===== config.mk =====
export PLATFORM = sky130hd
export DESIGN_NAME = duplicate_value_counter_flat
export DESIGN_NICKNAME = d
export VERILOG_FILES = /design/src/rtl/dvc_pkg.sv /design/src/rtl/dvc_if.sv /design/src/rtl/dvc_hist_ram.sv /design/src/rtl/dvc_report.sv /design/src/rtl/duplicate_value_counter.sv /design/src/flat_wrapper.sv
export SDC_FILE = /design/constraint.sdc
export NUM_CORES = 1
export LEC_CHECK = 0
export ABC_AREA = 1
export BUFFER_PORTS_ARGS = -buffer_cell sky130_fd_sc_hd__buf_2
export CORE_MARGIN = 3
export CORE_UTILIZATION = 40
export CTS_CLUSTER_DIAMETER = 60
export CTS_CLUSTER_SIZE = 28
export DETAILED_ROUTE_END_ITERATION = 8
export SKIP_CTS_REPAIR_TIMING = 1
export SLEW_MARGIN = 10
export SYNTH_ARGS = -nofsm -noshare
export SYNTH_HDL_FRONTEND = slang
export SYNTH_SLANG_ARGS = --single-unit

===== constraint.sdc =====
create_clock -name clk -period 6.11 [get_ports clk]
set_input_delay 1.222 -clock clk [delete_from_list [all_inputs] [get_ports clk]]
set_output_delay 1.222 -clock clk [all_outputs]
set_load 0.005 [all_outputs]

===== src/rtl/dvc_pkg.sv =====
// ----------------------------------------------------------------------------
// dvc_pkg
// Shared constants and types for the duplicate value counter.
// ----------------------------------------------------------------------------
package dvc_pkg;

    localparam int VALUE_W          = 6;   // width of an input value
    localparam int DUP_COUNT_W      = 7;   // width of a reported count
    localparam int DEF_VALUE_RANGE  = 64;
    localparam int DEF_MAX_ELEMENTS = 64;
    localparam int MAX_REPORT       = 32;  // results per report, at most
    localparam int REPORT_CNT_W     = $clog2(MAX_REPORT + 1);

    // one scan hit, or the end-of-scan marker, towards the result stage
    typedef struct packed {
        logic                   valid;
        logic                   is_end;
        logic [VALUE_W-1:0]     value;
        logic [DUP_COUNT_W-1:0] count;
    } hit_t;

endpackage


===== src/rtl/dvc_if.sv =====
// ----------------------------------------------------------------------------
// dvc_if
// Valid/ready channels for input items and for report results.
// ----------------------------------------------------------------------------
interface dvc_item_if import dvc_pkg::*; ();
    logic               valid;
    logic               ready;
    logic [VALUE_W-1:0] value;
    logic               last;

    modport source (output valid, output value, output last, input ready);
    modport sink   (input valid, input value, input last, output ready);
endinterface

interface dvc_result_if import dvc_pkg::*; ();
    logic                   valid;
    logic                   ready;
    logic [VALUE_W-1:0]     dup_value;
    logic [DUP_COUNT_W-1:0] dup_count;
    logic                   done_res;

    modport source (output valid, output dup_value, output dup_count, output done_res,
                    input ready);
    modport sink   (input valid, input dup_value, input dup_count, input done_res,
                    output ready);
endinterface


===== src/rtl/dvc_hist_ram.sv =====
// ----------------------------------------------------------------------------
// dvc_hist_ram
// Histogram store: one write port, one read port, registered read data.
// ----------------------------------------------------------------------------
module dvc_hist_ram import dvc_pkg::*; #(
    parameter int  DEPTH  = DEF_VALUE_RANGE,
    parameter int  WIDTH  = 7,
    localparam int ADDR_W = $clog2(DEPTH)
) (
    input  logic              clk,
    input  logic              we,
    input  logic [ADDR_W-1:0] waddr,
    input  logic [WIDTH-1:0]  wdata,
    input  logic              re,
    input  logic [ADDR_W-1:0] raddr,
    output logic [WIDTH-1:0]  rdata
);

    logic [WIDTH-1:0] mem [DEPTH];

    always_ff @(posedge clk)
    begin
        if (we)
        begin
            mem[waddr] <= wdata;
        end
        if (re)
        begin
            rdata <= mem[raddr];   // old data on a same-address write
        end
    end

endmodule


===== src/rtl/dvc_report.sv =====
// ----------------------------------------------------------------------------
// dvc_report
// Result stage: holds back one hit so the final one can carry done_res,
// and drives the registered result channel.
// ----------------------------------------------------------------------------
module dvc_report import dvc_pkg::*; (
    input  logic           clk,
    input  logic           rst_n,
    input  hit_t           hit,
    output logic           hit_ready,
    dvc_result_if.source   results
);

    logic                   pend_valid_reg, pend_valid_next;
    logic [VALUE_W-1:0]     pend_value_reg, pend_value_next;
    logic [DUP_COUNT_W-1:0] pend_count_reg, pend_count_next;
    logic                   out_valid_reg, out_valid_next;
    logic [VALUE_W-1:0]     out_value_reg, out_value_next;
    logic [DUP_COUNT_W-1:0] out_count_reg, out_count_next;
    logic                   out_done_reg, out_done_next;
    logic                   out_free;
    logic                   take;

    assign out_free  = !out_valid_reg || results.ready;
    // a plain hit with nothing held back needs no output slot
    assign hit_ready = out_free || (!hit.is_end && !pend_valid_reg);
    assign take      = hit.valid && hit_ready;

    always_comb
    begin
        pend_valid_next = pend_valid_reg;
        pend_value_next = pend_value_reg;
        pend_count_next = pend_count_reg;
        out_valid_next  = out_valid_reg && !results.ready;
        out_value_next  = out_value_reg;
        out_count_next  = out_count_reg;
        out_done_next   = out_done_reg;
        if (take && hit.is_end)
        begin
            out_valid_next  = 1'b1;
            out_done_next   = 1'b1;
            out_value_next  = pend_valid_reg ? pend_value_reg : '0;
            out_count_next  = pend_valid_reg ? pend_count_reg : '0;
            pend_valid_next = 1'b0;
        end
        else if (take)
        begin
            if (pend_valid_reg)
            begin
                out_valid_next = 1'b1;
                out_done_next  = 1'b0;
                out_value_next = pend_value_reg;
                out_count_next = pend_count_reg;
            end
            pend_valid_next = 1'b1;
            pend_value_next = hit.value;
            pend_count_next = hit.count;
        end
    end

    always_ff @(posedge clk or negedge rst_n)
    begin
        if (!rst_n)
        begin
            pend_valid_reg <= 1'b0;
            out_valid_reg  <= 1'b0;
        end
        else
        begin
            pend_valid_reg <= pend_valid_next;
            out_valid_reg  <= out_valid_next;
        end
    end

    always_ff @(posedge clk)
    begin
        pend_value_reg <= pend_value_next;
        pend_count_reg <= pend_count_next;
        out_value_reg  <= out_value_next;
        out_count_reg  <= out_count_next;
        out_done_reg   <= out_done_next;
    end

    assign results.valid     = out_valid_reg;
    assign results.dup_value = out_value_reg;
    assign results.dup_count = out_count_reg;
    assign results.done_res  = out_done_reg;

endmodule


===== src/rtl/duplicate_value_counter.sv =====
// ----------------------------------------------------------------------------
// duplicate_value_counter
// Histogram-based duplicate counter with an ascending report after each set.
// ----------------------------------------------------------------------------
// Values arrive one per transfer and are counted in a single-port-pair
// histogram RAM by read-modify-write: one item per cycle while loading, with
// the write of one item forwarded to the read of the following ones. Only the
// first MAX_ELEMENTS values of a set are counted and counts saturate there;
// values at or above VALUE_RANGE are ignored, but their last mark still acts.
// After the transfer marked last, items are held off while the RAM is swept
// once in ascending order (one entry per cycle, longer while results stall),
// which reports every value seen more than once and clears each entry behind
// it. At most MAX_REPORT results are given per report, the final one with
// done_res set; with no duplicates the report is a single result of value 0,
// count 0, done_res 1. After reset the RAM is cleared in a pass over every
// entry, during which no item is taken.
// ----------------------------------------------------------------------------
module duplicate_value_counter import dvc_pkg::*; #(
    parameter int VALUE_RANGE  = DEF_VALUE_RANGE,
    parameter int MAX_ELEMENTS = DEF_MAX_ELEMENTS
) (
    input  logic         clk,
    input  logic         rst_n,
    dvc_item_if.sink     items,
    dvc_result_if.source results
);

    localparam int AW = $clog2(VALUE_RANGE);
    localparam int CW = $clog2(MAX_ELEMENTS + 1);

    localparam logic [1:0] ST_INIT = 2'd0;   // clearing pass after reset
    localparam logic [1:0] ST_LOAD = 2'd1;   // counting items
    localparam logic [1:0] ST_SCAN = 2'd2;   // report sweep with clear
    localparam logic [1:0] ST_END  = 2'd3;   // hand over end of report

    logic [1:0]              state_reg, state_next;
    logic [AW:0]             ptr_reg, ptr_next;
    logic [CW-1:0]           total_reg, total_next;
    logic [REPORT_CNT_W-1:0] nres_reg, nres_next;

    // load stage: item whose count is being updated
    logic                    ld_valid_reg, ld_valid_next;
    logic [AW-1:0]           ld_addr_reg;
    // scan stage: entry whose count is being examined
    logic                    st_valid_reg, st_valid_next;
    logic [AW-1:0]           st_addr_reg, st_addr_next;
    // most recent RAM write, for forwarding
    logic                    wr_valid_reg;
    logic [AW-1:0]           wr_addr_reg;
    logic [CW-1:0]           wr_data_reg;

    logic                    accept;
    logic [AW+VALUE_W-1:0]   in_ext;
    logic                    in_range;
    logic                    counted;
    logic [AW-1:0]           in_addr;
    logic                    ptr_at_end;

    logic                    ram_we, ram_re;
    logic [AW-1:0]           ram_waddr, ram_raddr;
    logic [CW-1:0]           ram_wdata, ram_rdata;
    logic [AW-1:0]           cur_addr;
    logic [CW-1:0]           cur_count;

    logic                    hit_need;
    logic                    advance;
    logic                    scan_issue;
    hit_t                    hit;
    logic                    hit_ready;
    logic [AW+VALUE_W-1:0]   hit_val_ext;
    logic [CW+DUP_COUNT_W-1:0] hit_cnt_ext;

    // input decode
    assign items.ready = (state_reg == ST_LOAD);
    assign accept      = items.valid && items.ready;
    assign in_ext      = {{AW{1'b0}}, items.value};
    assign in_range    = in_ext < (AW + VALUE_W)'(VALUE_RANGE);
    assign counted     = in_range && (total_reg < CW'(MAX_ELEMENTS));
    assign in_addr     = in_ext[AW-1:0];
    assign ptr_at_end  = (ptr_reg == (AW + 1)'(VALUE_RANGE));

    // the newest write to an address always wins over RAM read data
    assign cur_addr  = ld_valid_reg ? ld_addr_reg : st_addr_reg;
    assign cur_count = (wr_valid_reg && wr_addr_reg == cur_addr) ? wr_data_reg : ram_rdata;

    // scan stage: a hit stalls the sweep until the result stage takes it
    assign hit_need   = st_valid_reg && (cur_count > CW'(1))
                        && (nres_reg < REPORT_CNT_W'(MAX_REPORT));
    assign advance    = !st_valid_reg || !hit_need || hit_ready;
    assign scan_issue = (state_reg == ST_SCAN) && !ptr_at_end && advance;

    assign hit_val_ext = {{VALUE_W{1'b0}}, st_addr_reg};
    assign hit_cnt_ext = {{DUP_COUNT_W{1'b0}}, cur_count};

    always_comb
    begin
        hit.valid  = hit_need || (state_reg == ST_END);
        hit.is_end = (state_reg == ST_END);
        hit.value  = hit_val_ext[VALUE_W-1:0];
        hit.count  = hit_cnt_ext[DUP_COUNT_W-1:0];
    end

    // RAM port control
    always_comb
    begin
        ram_re    = scan_issue || (accept && counted);
        ram_raddr = scan_issue ? ptr_reg[AW-1:0] : in_addr;
        ram_we    = 1'b0;
        ram_waddr = cur_addr;
        ram_wdata = '0;
        if (state_reg == ST_INIT)
        begin
            ram_we    = 1'b1;
            ram_waddr = ptr_reg[AW-1:0];
        end
        else if (ld_valid_reg)
        begin
            ram_we    = 1'b1;
            ram_wdata = (cur_count < CW'(MAX_ELEMENTS)) ? cur_count + CW'(1) : cur_count;
        end
        else if (st_valid_reg && advance)
        begin
            ram_we = 1'b1;   // clear behind the sweep
        end
    end

    // sequencing
    always_comb
    begin
        state_next    = state_reg;
        ptr_next      = ptr_reg;
        total_next    = total_reg;
        nres_next     = nres_reg;
        ld_valid_next = accept && counted;
        st_valid_next = st_valid_reg;
        st_addr_next  = st_addr_reg;

        if (advance)
        begin
            st_valid_next = scan_issue;
            st_addr_next  = ptr_reg[AW-1:0];
        end
        if (scan_issue)
        begin
            ptr_next = ptr_reg + (AW + 1)'(1);
        end
        if (hit_need && hit_ready)
        begin
            nres_next = nres_reg + REPORT_CNT_W'(1);
        end

        case (state_reg)
            ST_INIT:
            begin
                ptr_next = ptr_reg + (AW + 1)'(1);
                if (ptr_reg == (AW + 1)'(VALUE_RANGE - 1))
                begin
                    ptr_next   = '0;
                    state_next = ST_LOAD;
                end
            end
            ST_LOAD:
            begin
                if (accept)
                begin
                    total_next = items.last ? '0 : total_reg + CW'(counted);
                    if (items.last)
                    begin
                        ptr_next   = '0;
                        nres_next  = '0;
                        state_next = ST_SCAN;
                    end
                end
            end
            ST_SCAN:
            begin
                if (ptr_at_end && !st_valid_reg)
                begin
                    state_next = ST_END;
                end
            end
            ST_END:
            begin
                if (hit_ready)
                begin
                    state_next = ST_LOAD;
                end
            end
            default:
            begin
                state_next = ST_INIT;
            end
        endcase
    end

    always_ff @(posedge clk or negedge rst_n)
    begin
        if (!rst_n)
        begin
            state_reg    <= ST_INIT;
            ptr_reg      <= '0;
            total_reg    <= '0;
            nres_reg     <= '0;
            ld_valid_reg <= 1'b0;
            st_valid_reg <= 1'b0;
            wr_valid_reg <= 1'b0;
        end
        else
        begin
            state_reg    <= state_next;
            ptr_reg      <= ptr_next;
            total_reg    <= total_next;
            nres_reg     <= nres_next;
            ld_valid_reg <= ld_valid_next;
            st_valid_reg <= st_valid_next;
            if (ram_we)
            begin
                wr_valid_reg <= 1'b1;
            end
        end
    end

    always_ff @(posedge clk)
    begin
        st_addr_reg <= st_addr_next;
        if (accept)
        begin
            ld_addr_reg <= in_addr;
        end
        if (ram_we)
        begin
            wr_addr_reg <= ram_waddr;
            wr_data_reg <= ram_wdata;
        end
    end

    dvc_hist_ram #(
        .DEPTH (VALUE_RANGE),
        .WIDTH (CW)
    ) u_ram (
        .clk   (clk),
        .we    (ram_we),
        .waddr (ram_waddr),
        .wdata (ram_wdata),
        .re    (ram_re),
        .raddr (ram_raddr),
        .rdata (ram_rdata)
    );

    dvc_report u_report (
        .clk       (clk),
        .rst_n     (rst_n),
        .hit       (hit),
        .hit_ready (hit_ready),
        .results   (results)
    );

endmodule


===== src/flat_wrapper.sv =====
// flat-port wrapper written by rule: the top's interface ports become plain ports
module duplicate_value_counter_flat import dvc_pkg::*;
#(
    parameter int VALUE_RANGE  = DEF_VALUE_RANGE,
    parameter int MAX_ELEMENTS = DEF_MAX_ELEMENTS
)
  (clk, rst_n, items_valid, items_value, items_last, items_ready, results_valid, results_dup_value, results_dup_count, results_done_res, results_ready);
  dvc_item_if items_i ();
  dvc_result_if results_i ();
  input  logic clk;
  input  logic rst_n;
  input wire logic [$bits(items_i.valid)-1:0] items_valid;
  input wire logic [$bits(items_i.value)-1:0] items_value;
  input wire logic [$bits(items_i.last)-1:0] items_last;
  output wire logic [$bits(items_i.ready)-1:0] items_ready;
  output wire logic [$bits(results_i.valid)-1:0] results_valid;
  output wire logic [$bits(results_i.dup_value)-1:0] results_dup_value;
  output wire logic [$bits(results_i.dup_count)-1:0] results_dup_count;
  output wire logic [$bits(results_i.done_res)-1:0] results_done_res;
  input wire logic [$bits(results_i.ready)-1:0] results_ready;
  assign items_i.valid = items_valid;
  assign items_i.value = items_value;
  assign items_i.last = items_last;
  assign items_ready = items_i.ready;
  assign results_valid = results_i.valid;
  assign results_dup_value = results_i.dup_value;
  assign results_dup_count = results_i.dup_count;
  assign results_done_res = results_i.done_res;
  assign results_i.ready = results_ready;
  duplicate_value_counter #(.VALUE_RANGE(VALUE_RANGE), .MAX_ELEMENTS(MAX_ELEMENTS)) u_core (.clk(clk), .rst_n(rst_n), .items(items_i), .results(results_i));
endmodule

* Yosys cells after proc, flatten, opt, wreduce, memory -nomap -nowiden
Memory sizes are Yosys's and may differ from the RTL's. A register that Yosys moved wholly into a read port is not among the register bits.
Cells that the tools add are included.
** Storage, ports and cells
- Memories :: 1
- Logic and storage cells :: 117
- Bits in latches :: 0
- Bits in read-only memories :: 0
- Bits in writable memories :: 448
- Flip-flop bits (word level) :: 79
** Memories
- u_core.u_ram.mem :: depth 64, bits a word 7, read ports 1, clocked after memory_dff 1, wr ports 1, RTL line dvc_hist_ram.sv:19 : logic [WIDTH-1:0] mem [DEPTH];
** Operators by class
- Bitwise gates (word level) :: 1
- Order comparisons :: 5
- Add/sub/neg operators :: 4
- $mul :: 0
- Reduce and logical (&&, ||, !) cells :: 36
- Shift operators :: 0
- Div/mod/pow operators :: 0
- Equality and inequality tests :: 11
- Multiplexer cells :: 41
** Operator list (number)
- $mux W7 :: 13
- $mux W6 :: 11
- $logic_and A1 B1 Y1 :: 15
- $add A7 B1 Y7 const B :: 2
- $lt A7 B7 Y1 const B :: 2
- $pmux W7 S2 :: 1
- $mux W1 :: 10
- $mux W2 :: 5
- $ne A2 B2 Y1 const B :: 4
- $pmux W2 S4 :: 1
- $reduce_and A2 Y1 :: 4
- $add A7 B1 Y7 :: 1
- $eq A7 B6 Y1 const B :: 1
- $eq A7 B7 Y1 const B :: 1
- $gt A7 B1 Y1 const B :: 1
- $logic_not A1 Y1 :: 7
- $lt A6 B7 Y1 const B :: 1
- $add A6 B1 Y6 const B :: 1
- $eq A6 B6 Y1 :: 1
- $logic_or A1 B1 Y1 :: 6
- $lt A6 B6 Y1 const B :: 1
- $reduce_and A5 Y1 :: 1
- $eq A2 B2 Y1 const B :: 2
- $reduce_bool A2 Y1 :: 2
- other kinds (4) :: 4

* Logic depth before layout (Yosys ltp)
Gate-level depths: netlist (run 1).
- Word-level depth :: 16
- Gate-level depth with buffers :: 28

* Modules after synthesis
Synthesis (run 1) repeated with hierarchy kept, for this count alone.
** Unflattened totals
- Cells, all modules :: 2015
- Area, all modules :: 22572.9 µm²
** By module, submodules not included
- dvc_hist_ram :: area an instance 18615.4 µm², cells each 1590, seq. area each 13663.1 µm², times used 1
- duplicate_value_counter :: area an instance 2905.3 µm², cells each 349, seq. area each 1376.3 µm², times used 1
- dvc_report :: area an instance 1052.3 µm², cells each 76, seq. area each 850.8 µm², times used 1

* Least setup slack after synthesis (run 1)
OpenSTA, ideal clock, no wires.
- Kind :: register -> register
- Start point :: register u_core.ld_valid_reg
- End point :: memory u_core.u_ram.mem[0][4], data pin
- Stages on the path, launching flop included :: 17
- Path slack :: 0.744 ns
- Arrival :: 4.637 ns
- Setup time :: 0.730 ns
- Cell sequence :: dfrtp_1 inv_2 nand2_1 nand2_1 nand2_1 nand2_1 nand2_1 nor2_4 nand2_4 nand2_1 nand2_1 inv_1 ha_1 inv_1 nor3_1 a21oi_1 a211oi_1
** On the way
- Word-level cells in the longest chain between the ends :: 8
- Elaborated cells between the ends (all ways) :: 9
** Ends and longest elaborated chain
- start: declaration :: RTL line duplicate_value_counter.sv:42 : logic ld_valid_reg, ld_valid_next;
- start signal: assignment :: RTL line duplicate_value_counter.sv:214 : ld_valid_reg <= ld_valid_next;
- $mux W6 (*) :: RTL line duplicate_value_counter.sv:83 : assign cur_addr = ld_valid_reg ? ld_addr_reg : st_addr_reg;
- $eq A6 B6 Y1 (*) :: RTL line duplicate_value_counter.sv:84 : assign cur_count = (wr_valid_reg && wr_addr_reg == cur_addr) ? wr_data_reg : ram_rdata;
- $logic_and A1 B1 Y1 (*) :: RTL line duplicate_value_counter.sv:84
- $mux W7 (*) :: RTL line duplicate_value_counter.sv:84
- named net u_core.cur_count[0] :: RTL line duplicate_value_counter.sv:63 : logic [CW-1:0] cur_count;
- $add A7 B1 Y7 / $lt A7 B7 Y1 (equally long branches) :: RTL line duplicate_value_counter.sv:119 : ram_wdata = (cur_count < CW'(MAX_ELEMENTS)) ? cur_count + CW'(1) : cur_count;
- $mux W7 (*) :: RTL line duplicate_value_counter.sv:119
- $mux W7 (*) :: RTL line duplicate_value_counter.sv:116 : else if (ld_valid_reg)
- $mux W7 (*) :: RTL line duplicate_value_counter.sv:111 : if (state_reg == ST_INIT)
- named net u_core.ram_wdata[4] :: RTL line duplicate_value_counter.sv:61 : logic [CW-1:0] ram_wdata, ram_rdata;
- end: declaration :: RTL line dvc_hist_ram.sv:19
The timed path passes the listed nets; every way through them passes the cells marked *.

* Final worst setup path (run 1)
- Start point :: register u_core.ld_valid_reg
- End point :: register u_core.u_ram.rdata[0] (read register of u_core.u_ram.mem), data pin
** On the way
- Word-level cells in the longest chain between the ends :: 12
- Elaborated cells between the ends (all ways) :: 13
** Ends and longest elaborated chain
- $mux W6 (*) :: RTL line duplicate_value_counter.sv:83
- $eq A6 B6 Y1 (*) :: RTL line duplicate_value_counter.sv:84
- $logic_and A1 B1 Y1 (*) :: RTL line duplicate_value_counter.sv:84
- $mux W7 (*) :: RTL line duplicate_value_counter.sv:84
- named net u_core.cur_count[0] :: RTL line duplicate_value_counter.sv:63
- $gt A7 B1 Y1 (*) :: RTL line duplicate_value_counter.sv:87 : assign hit_need = st_valid_reg && (cur_count > CW'(1))
- $logic_and A1 B1 Y1 (*) :: RTL line duplicate_value_counter.sv:87
- $logic_and A1 B1 Y1 (*) :: RTL line duplicate_value_counter.sv:88 : && (nres_reg < REPORT_CNT_W'(MAX_REPORT));
- $logic_not A1 Y1 (*) :: RTL line duplicate_value_counter.sv:89 : assign advance = !st_valid_reg || !hit_need || hit_ready;
- $logic_or A1 B1 Y1 (*) (2 in a row) :: RTL line duplicate_value_counter.sv:89
- $logic_and A1 B1 Y1 (*) :: RTL line duplicate_value_counter.sv:90 : assign scan_issue = (state_reg == ST_SCAN) && !ptr_at_end && advance;
- $mux W6 / $logic_or A1 B1 Y1 (equally long branches) :: RTL line duplicate_value_counter.sv:107, duplicate_value_counter.sv:106
- end: declaration :: RTL line dvc_hist_ram.sv:16 : output logic [WIDTH-1:0] rdata
Marks and branches as above.
A chain may end at the register's enable or synchronous reset.

==> results.md, run 1 <==
* Max Fclk at 205 MHz
* Worst Path Class, Setup: reg -> reg
* CTS tree: built
* Critical path data required time at 6.43 ns
* Clk Latency, worst-skew pair at 0.59 ns
* Vias per inst at 5.34
* Max-Slew Margin vs Limit at 0.185
* Placer congestion estimate at 0.879
* Largest net degree at the start of global routing at 225
* Initial antenna violation count at 0
* All-Layer GR Usage at 0.188
* Vias in the first global route at 15.5k
* Avg Cell Area, Syn at 10.7 µm²
* Final WS setup at 1.23 ns
* Nets at 2,254
* IO Port Bufs at 26
* Die Span X at 252 µm
* P&R area growth vs syn at 8.77%
* Mapped Area at 24,100 µm²
* Final min period at 4.88 ns
* Synth top area cells: edfxtp_1 (63%), nand3_1 (10%), nand2_1 (5.8%)
* Startpoint types: flop
* Final Skew at 0.0375 ns
* Wirelength per Cell at 19.7 µm
* Grt ovf at 0
* CP max FO at 101
* Drt drc at 0
* FF-to-FF Start: u_core.ld_valid_reg$_DFF_PN0_
* Die height at 252 µm
* IO Pins at 27
* Area fraction in compound gates after synthesis at 0.0145
* Worst Hold Slack at 0.449 ns
* Clock sinks at 534
* Worst R2R Path Depth at 25
* Routed vias at 16.2k
* Status: complete, no violations
* Post-synth ARST share at 0.0506
* Hold Path Stages at 2
* Most common cell after layout, fill and taps aside: edfxtp_1
* H-tree Lvls at 2
* Post-DP HPWL at 35,900 µm
* 1st-iter DRT viols at 1,816
* Core box area at 59,400 µm²
* Fin. Hold Viols at 0
* Area leader, netlist: edfxtp_1
* Largest register by flop count: u_core.u_ram.mem
* Worst Tran Pin Value at 1.22 ns
* Post-synth top flop: edfxtp_1
* Clock tree buffer depth at 3
* Max Transition Viols Final at 0
* Starting Density at 0.407
* Crit share post-route at 0.799
* Tot Pwr at 12,100 µW
* Simple-gate share of the synthesized area at 0.239
* Pleak at 0.0104 µW
* Drt pass-1 iters at 6
* Worst Setup End Kind: flop
* Netlist cell types at 33
* Setup TNS at 0 ns
* Pwr dens at 462 nW/µm²
* Final cell utilization of the core at 0.442
* Syn Inst Count at 2,262
* Hold_sp: u_core.u_report.results.done_res$_SDFFE_PP1P_
* WP data arrival at 5.21 ns
* Hold crit path type: reg -> reg
* Mux contribution to synthesized area at 0
* Max reg flops at 448
* Share of post-route cells with drive strength above 1 at 0.0602
* Yosys reg bits at 534
* EDFF count, synth at 506
* Antenna cell count at 0
* Unrepaired setup endpoints after global routing: false
* Max Cap Viol at 0
* Yosys warns at 0
* Syn_nets at 2,285
* Setup Slack @ Placement at 1.22 ns
* Root Buffer: clkbuf_16
* First-pass GRT wire length at 92,800 µm
* Xor/xnor cell area share of the yosys netlist at 0.00145
* Most frequent cells in the layout: edfxtp_1 (506), nand3_1 (494), nand2_1 (372), inv_1 (344), nand3b_1 (164)
* Die ar. at 63,300 µm²
* Clock-pin slew on the worst setup and hold paths at 0.08 ns
* Wirelength, routed at 59,800 µm
* Share of Yosys cell area claimed by the top area cell type at 0.630
* Largest family of logic cells by synthesized area: simple AND/OR/NAND/NOR gates
* Register area share after synthesis at 0.658
* Antenna-violating nets left at 0
* Inserted Clock Buffers at 38
* VDD IR max at 0.000396 V
* Row count at 89
* Final setup viols at 0
* Area share of fa/ha/maj cells after synthesis at 0.00622
* Worst setup startpoint: u_core.ld_valid_reg$_DFF_PN0_
where the power goes:
| part | internal (µW) | switching (µW) | total, µW |
|---|---|---|---|
| combinational | 1400 | 3500 | 4900 |
| clock | 1330 | 1370 | 2700 |
| sequential | 4380 | 147 | 4530 |
| total | 7110 | 5020 | 12100 |
critical path, cell delays in order (launching register included):
cell	delay (ns)
dfrtp_1	0.46
inv_2	0.11
nand2_1	0.09
nand2_1	0.07
a21oi_1	0.13
nand2_1	0.10
nor2_4	0.20
nand3_1	0.10
nand2_1	0.19
inv_1	0.11
ha_1	0.21
inv_1	0.05
nand2_1	0.04
nand3_1	0.15
nand3_2	0.27
nand2_4	0.37
nand2_8	0.10
nand2_8	0.50
buf_4	0.52
nand2_1	0.10
nand3_1	0.11
nand3_1	0.09
nand3_1	0.14
nand3_1	0.14
nand3_1	0.17
nand2_1	0.07
final cells by class:
cell class / count / area, µm²
Clock buffer: 42 / 987
Clock inverter: 26 / 312
Fill cell: 5425 / 33100
Inverter: 347 / 1300
Multi-Input combinational cell: 1261 / 6430
Sequential cell: 534 / 15900
Tap cell: 773 / 967
Timing Repair Buffer: 49 / 365
Yosys cell counts, drive strengths merged (3+ instances only):
library cell / n
nand3: 496
xor2: 4
buf: 89
edfxtp: 506
a21oi: 19
o21ai: 33
nor2: 127
nand4: 6
inv: 347
dfrtp: 27
nor4: 3
nand2: 377
ha: 12
nor3: 7
o22ai: 6
nand3b: 164
clkbuf: 31
kinds of logic after synthesis:
| logic type | count (synthesis) |
|---|---|
| AO/OA/AOI/OAI | 63 |
| XOR/XNOR | 4 |
| adder cells (fa/ha/maj) | 12 |
| buffers and inverters | 467 |
| flip-flops | 534 |
| AND/OR/NAND/NOR | 1182 |
per-layer routing:
metal  routed length [µm]  share of wire  global-route usage
met2                27400           0.46               0.296
met4                 1850          0.031              0.0632
met1                25900           0.43               0.262
met3                 4670          0.078              0.0401
met5                    0              0                   0
path summary, 6_finish.rpt:
path | end | slack (ns)
min | u_core.u_report.results.done_res$_SDFFE_PP1P_ | 0.45
min in group asynchronous | u_core.total_reg[2]$_DFFE_PN0P_ | 0.68
min reg2reg | u_core.u_report.results.done_res$_SDFFE_PP1P_ | 0.45
max | u_core.u_ram.rdata[0]$_DFFE_PP_ | 1.23
max in group asynchronous | u_core.u_report.pend_valid_reg$_DFFE_PN0P_ | 5.01
max reg2reg | u_core.u_ram.rdata[0]$_DFFE_PP_ | 1.23
metrics by stage:
step	cells	instance area (µm²)
2_1_floorplan	2262	24100
3_3_place_gp	2964	25000
3_5_place_dp	2964	25000
4_1_cts	3032	26300
5_1_grt	3032	26300
6_report	3032	26300
No activity file was read; power rests on OpenSTA's default activity.
==> run 2, diff against run 1 <==
Clock period 6.11 ns to 4.7 ns, I/O delays scaled along.
==> run 2 against run 1 <==
Against the previous run:
- critical path depth decreased by 6
- combinational power up 36%
- worst setup slack worse by 0.91 ns
- register-to-register slack got worse by 0.91 ns
- final cell count increased by 0.86%
- critical path type unchanged
- largest power group unchanged
- critical endpoint is now u_core.u_ram.mem[22][0]$_DFFE_PP_
- sequential cell count stayed put
- first-iteration DRC count rose by 0.66%
==> results.md, run 2 (synthesis gave the netlist of run 1 again) <==
* Status: complete, no violations (unchanged)
* Grt ovf at 0 (unchanged)
* Crit-path slowest cell: nor2_1 (was buf_4)
* Vias per inst at 5.29 (was 5.34)
* Fillcell total at 5,455 (was 5,425)
* Max-Slew Margin vs Limit at 0.169 (was 0.185)
* Max Transition Viols Final at 0 (unchanged)
* Root Buffer: clkbuf_16 (unchanged)
* Die ar. at 63,300 µm² (unchanged)
* IO Port Bufs at 26 (unchanged)
* Antenna-violating nets left at 0 (unchanged)
* 1st-iter DRT viols at 1,828 (was 1,816)
* Pleak at 0.0106 µW (was 0.0104 µW)
* CP max FO at 14 (was 101)
* Clock sinks at 534 (unchanged)
* Wirelength per Cell at 19.6 µm (was 19.7 µm)
* Most frequent cells in the layout: edfxtp_1 (506), nand3_1 (494), nand2_1 (372), inv_1 (344), nand3b_1 (164) (unchanged)
* Setup Slack @ Placement at 0.198 ns (was 1.22 ns)
* Max reg flops at 448 (unchanged)
* Worst Path Class, Setup: reg -> reg (unchanged)
* Vias in the first global route at 15.4k (was 15.5k)
* P&R area growth vs syn at 10.1% (was 8.77%)
* Critical path cell sequence: inv_2, nand2_1, nand2_1, a21oi_1, nand2_1, nor2_4, nand2_4, nand2_1, nand2_1, inv_1, ha_1, inv_1, nand2_1, nand3_1, nand3_4, nand2_1, nand3_1, nand2_1, nor2_1
* Hold crit path type: in -> async (was reg -> reg)
* Antenna cell count at 0 (unchanged)
* Routed vias at 16.2k (about the same)
* Die Span X at 252 µm (unchanged)
* CTS tree: built (unchanged)
* Final cell utilization of the core at 0.448 (was 0.442)
* Pwr dens at 600 nW/µm² (was 462 nW/µm²)
* Most common cell after layout, fill and taps aside: edfxtp_1 (unchanged)
* Drt pass-1 iters at 5 (was 6)
* Unrepaired setup endpoints after global routing: true (was false)
* Wirelength, routed at 59,900 µm (was 59,800 µm)
* Core box area at 59,400 µm² (unchanged)
* All-Layer GR Usage at 0.189 (was 0.188)
* Drt drc at 0 (unchanged)
* Worst Setup End Kind: flop (unchanged)
* Placer congestion estimate at 0.883 (was 0.879)
* Starting Density at 0.407 (unchanged)
* Setup TNS at 0 ns (unchanged)
* Worst Tran Pin Value at 1.23 ns (was 1.22 ns)
* Inserted Clock Buffers at 35 (was 38)
* IO Pins at 27 (unchanged)
* Clock tree buffer depth at 3 (unchanged)
* First-pass GRT wire length at 92,700 µm (was 92,800 µm)
* Slowest stage delay, CP at 0.69 ns (was 0.52 ns)
* H-tree Lvls at 2 (unchanged)
* Post-DP Area at 25,300 µm² (was 25,000 µm²)
* Die height at 252 µm (unchanged)
* Crit share post-route at 0.933 (was 0.799)
* Final Skew at 0.0290 ns (was 0.0375 ns)
* Critical path data required time at 4.90 ns (was 6.43 ns)
* Final instance area at 26,600 µm² (was 26,300 µm²)
* WP data arrival at 4.58 ns (was 5.21 ns)
* Row count at 89 (unchanged)
* Fin. Hold Viols at 0 (unchanged)
* Clock-pin slew on the worst setup and hold paths at 0.09 ns (was 0.08 ns)
* Max Fclk at 228 MHz (was 205 MHz)
* Clk Latency, worst-skew pair at 0.58 ns (was 0.59 ns)
* Largest net degree at the start of global routing at 108 (was 225)
* Post-DP HPWL at 35,900 µm (about the same)
* Final min period at 4.39 ns (was 4.88 ns)
* Initial antenna violation count at 0 (unchanged)
* Tot Pwr at 16,000 µW (was 12,100 µW)
* CP most frequent cell: nand2_1
* Nets at 2,284 (was 2,254)
* Startpoint types: flop (unchanged)
* Max Cap Viol at 0 (unchanged)
* Final WS setup at 0.315 ns (was 1.23 ns)
* Final setup viols at 0 (unchanged)
* VDD IR max at 0.000488 V (was 0.000396 V)
* Share of post-route cells with drive strength above 1 at 0.0722 (was 0.0602)
* Largest register by flop count: u_core.u_ram.mem (unchanged)
[run 2: cell types whose count changed in the layout (fill, tap and decap cells not counted), moves of 4 or more]
cell	change
buf_4	+23
buf_12	+7
clkbuf_16	-4
inv_12	+4
inv_6	-4
[run 2: per-layer routing]
| metal | wire length [µm] | global-route usage | up-vias |
|---|---|---|---|
| li1 | - | - | 7666 |
| met1 | 26200 | 0.262 | 7872 |
| met2 | 28100 | 0.306 | 535 |
| met3 | 3610 | 0.0233 | 103 |
| met4 | 1990 | 0.0711 | 0 |
| met5 | 0 | 0 | - |
[run 2: cell type report]
type	count	area [µm²]	area share
flip-flops and latches	534	15900	0.598
multi-input cells	1262	6460	0.243
repair buffers	81	733	0.0276
clock buffers	38	887	0.0334
inverters	347	1300	0.0490
clock inverters	23	345	0.0130
well taps	773	967	0.0364
[run 2: critical path: cells and delay by family, from the launching register on]
family | cells | cell delay (ns)
simple gates | 14 | 2.96
flops | 1 | 0.46
fa+ha+maj | 1 | 0.15
compound gates | 1 | 0.14
buf+inv | 3 | 0.29
[run 2: stage by stage]
stage,hold slack [ns],std cells
2_1_floorplan,0.420,2262
3_3_place_gp,0.444,2995
3_5_place_dp,0.468,2995
4_1_cts,0.377,3056
5_1_grt,0.423,3058
6_report,0.387,3058
[run 2: power breakdown]
part,internal (µW),switching [µW]
Clock,1570,1840
Combinational,2010,4660
Sequential,5690,185
Total,9280,6680
[run 2: final timing paths]
path	from	cells after the start	end	slack [ns]
worst max-delay path	u_core.ld_valid_reg$_DFF_PN0_	19	u_core.u_ram.mem[22][0]$_DFFE_PP_	0.31
worst min-delay path	rst_n	1	u_core.total_reg[0]$_DFFE_PN0P_	0.39
worst max register to register	u_core.ld_valid_reg$_DFF_PN0_	19	u_core.u_ram.mem[22][0]$_DFFE_PP_	0.31
worst min register to register	u_core.u_report.results.done_res$_SDFFE_PP1P_	2	u_core.u_report.results.done_res$_SDFFE_PP1P_	0.47
max in group asynchronous	rst_n	1	u_core.ld_valid_reg$_DFF_PN0_	3.89
min in group clk	u_core.u_report.results.done_res$_SDFFE_PP1P_	2	u_core.u_report.results.done_res$_SDFFE_PP1P_	0.47
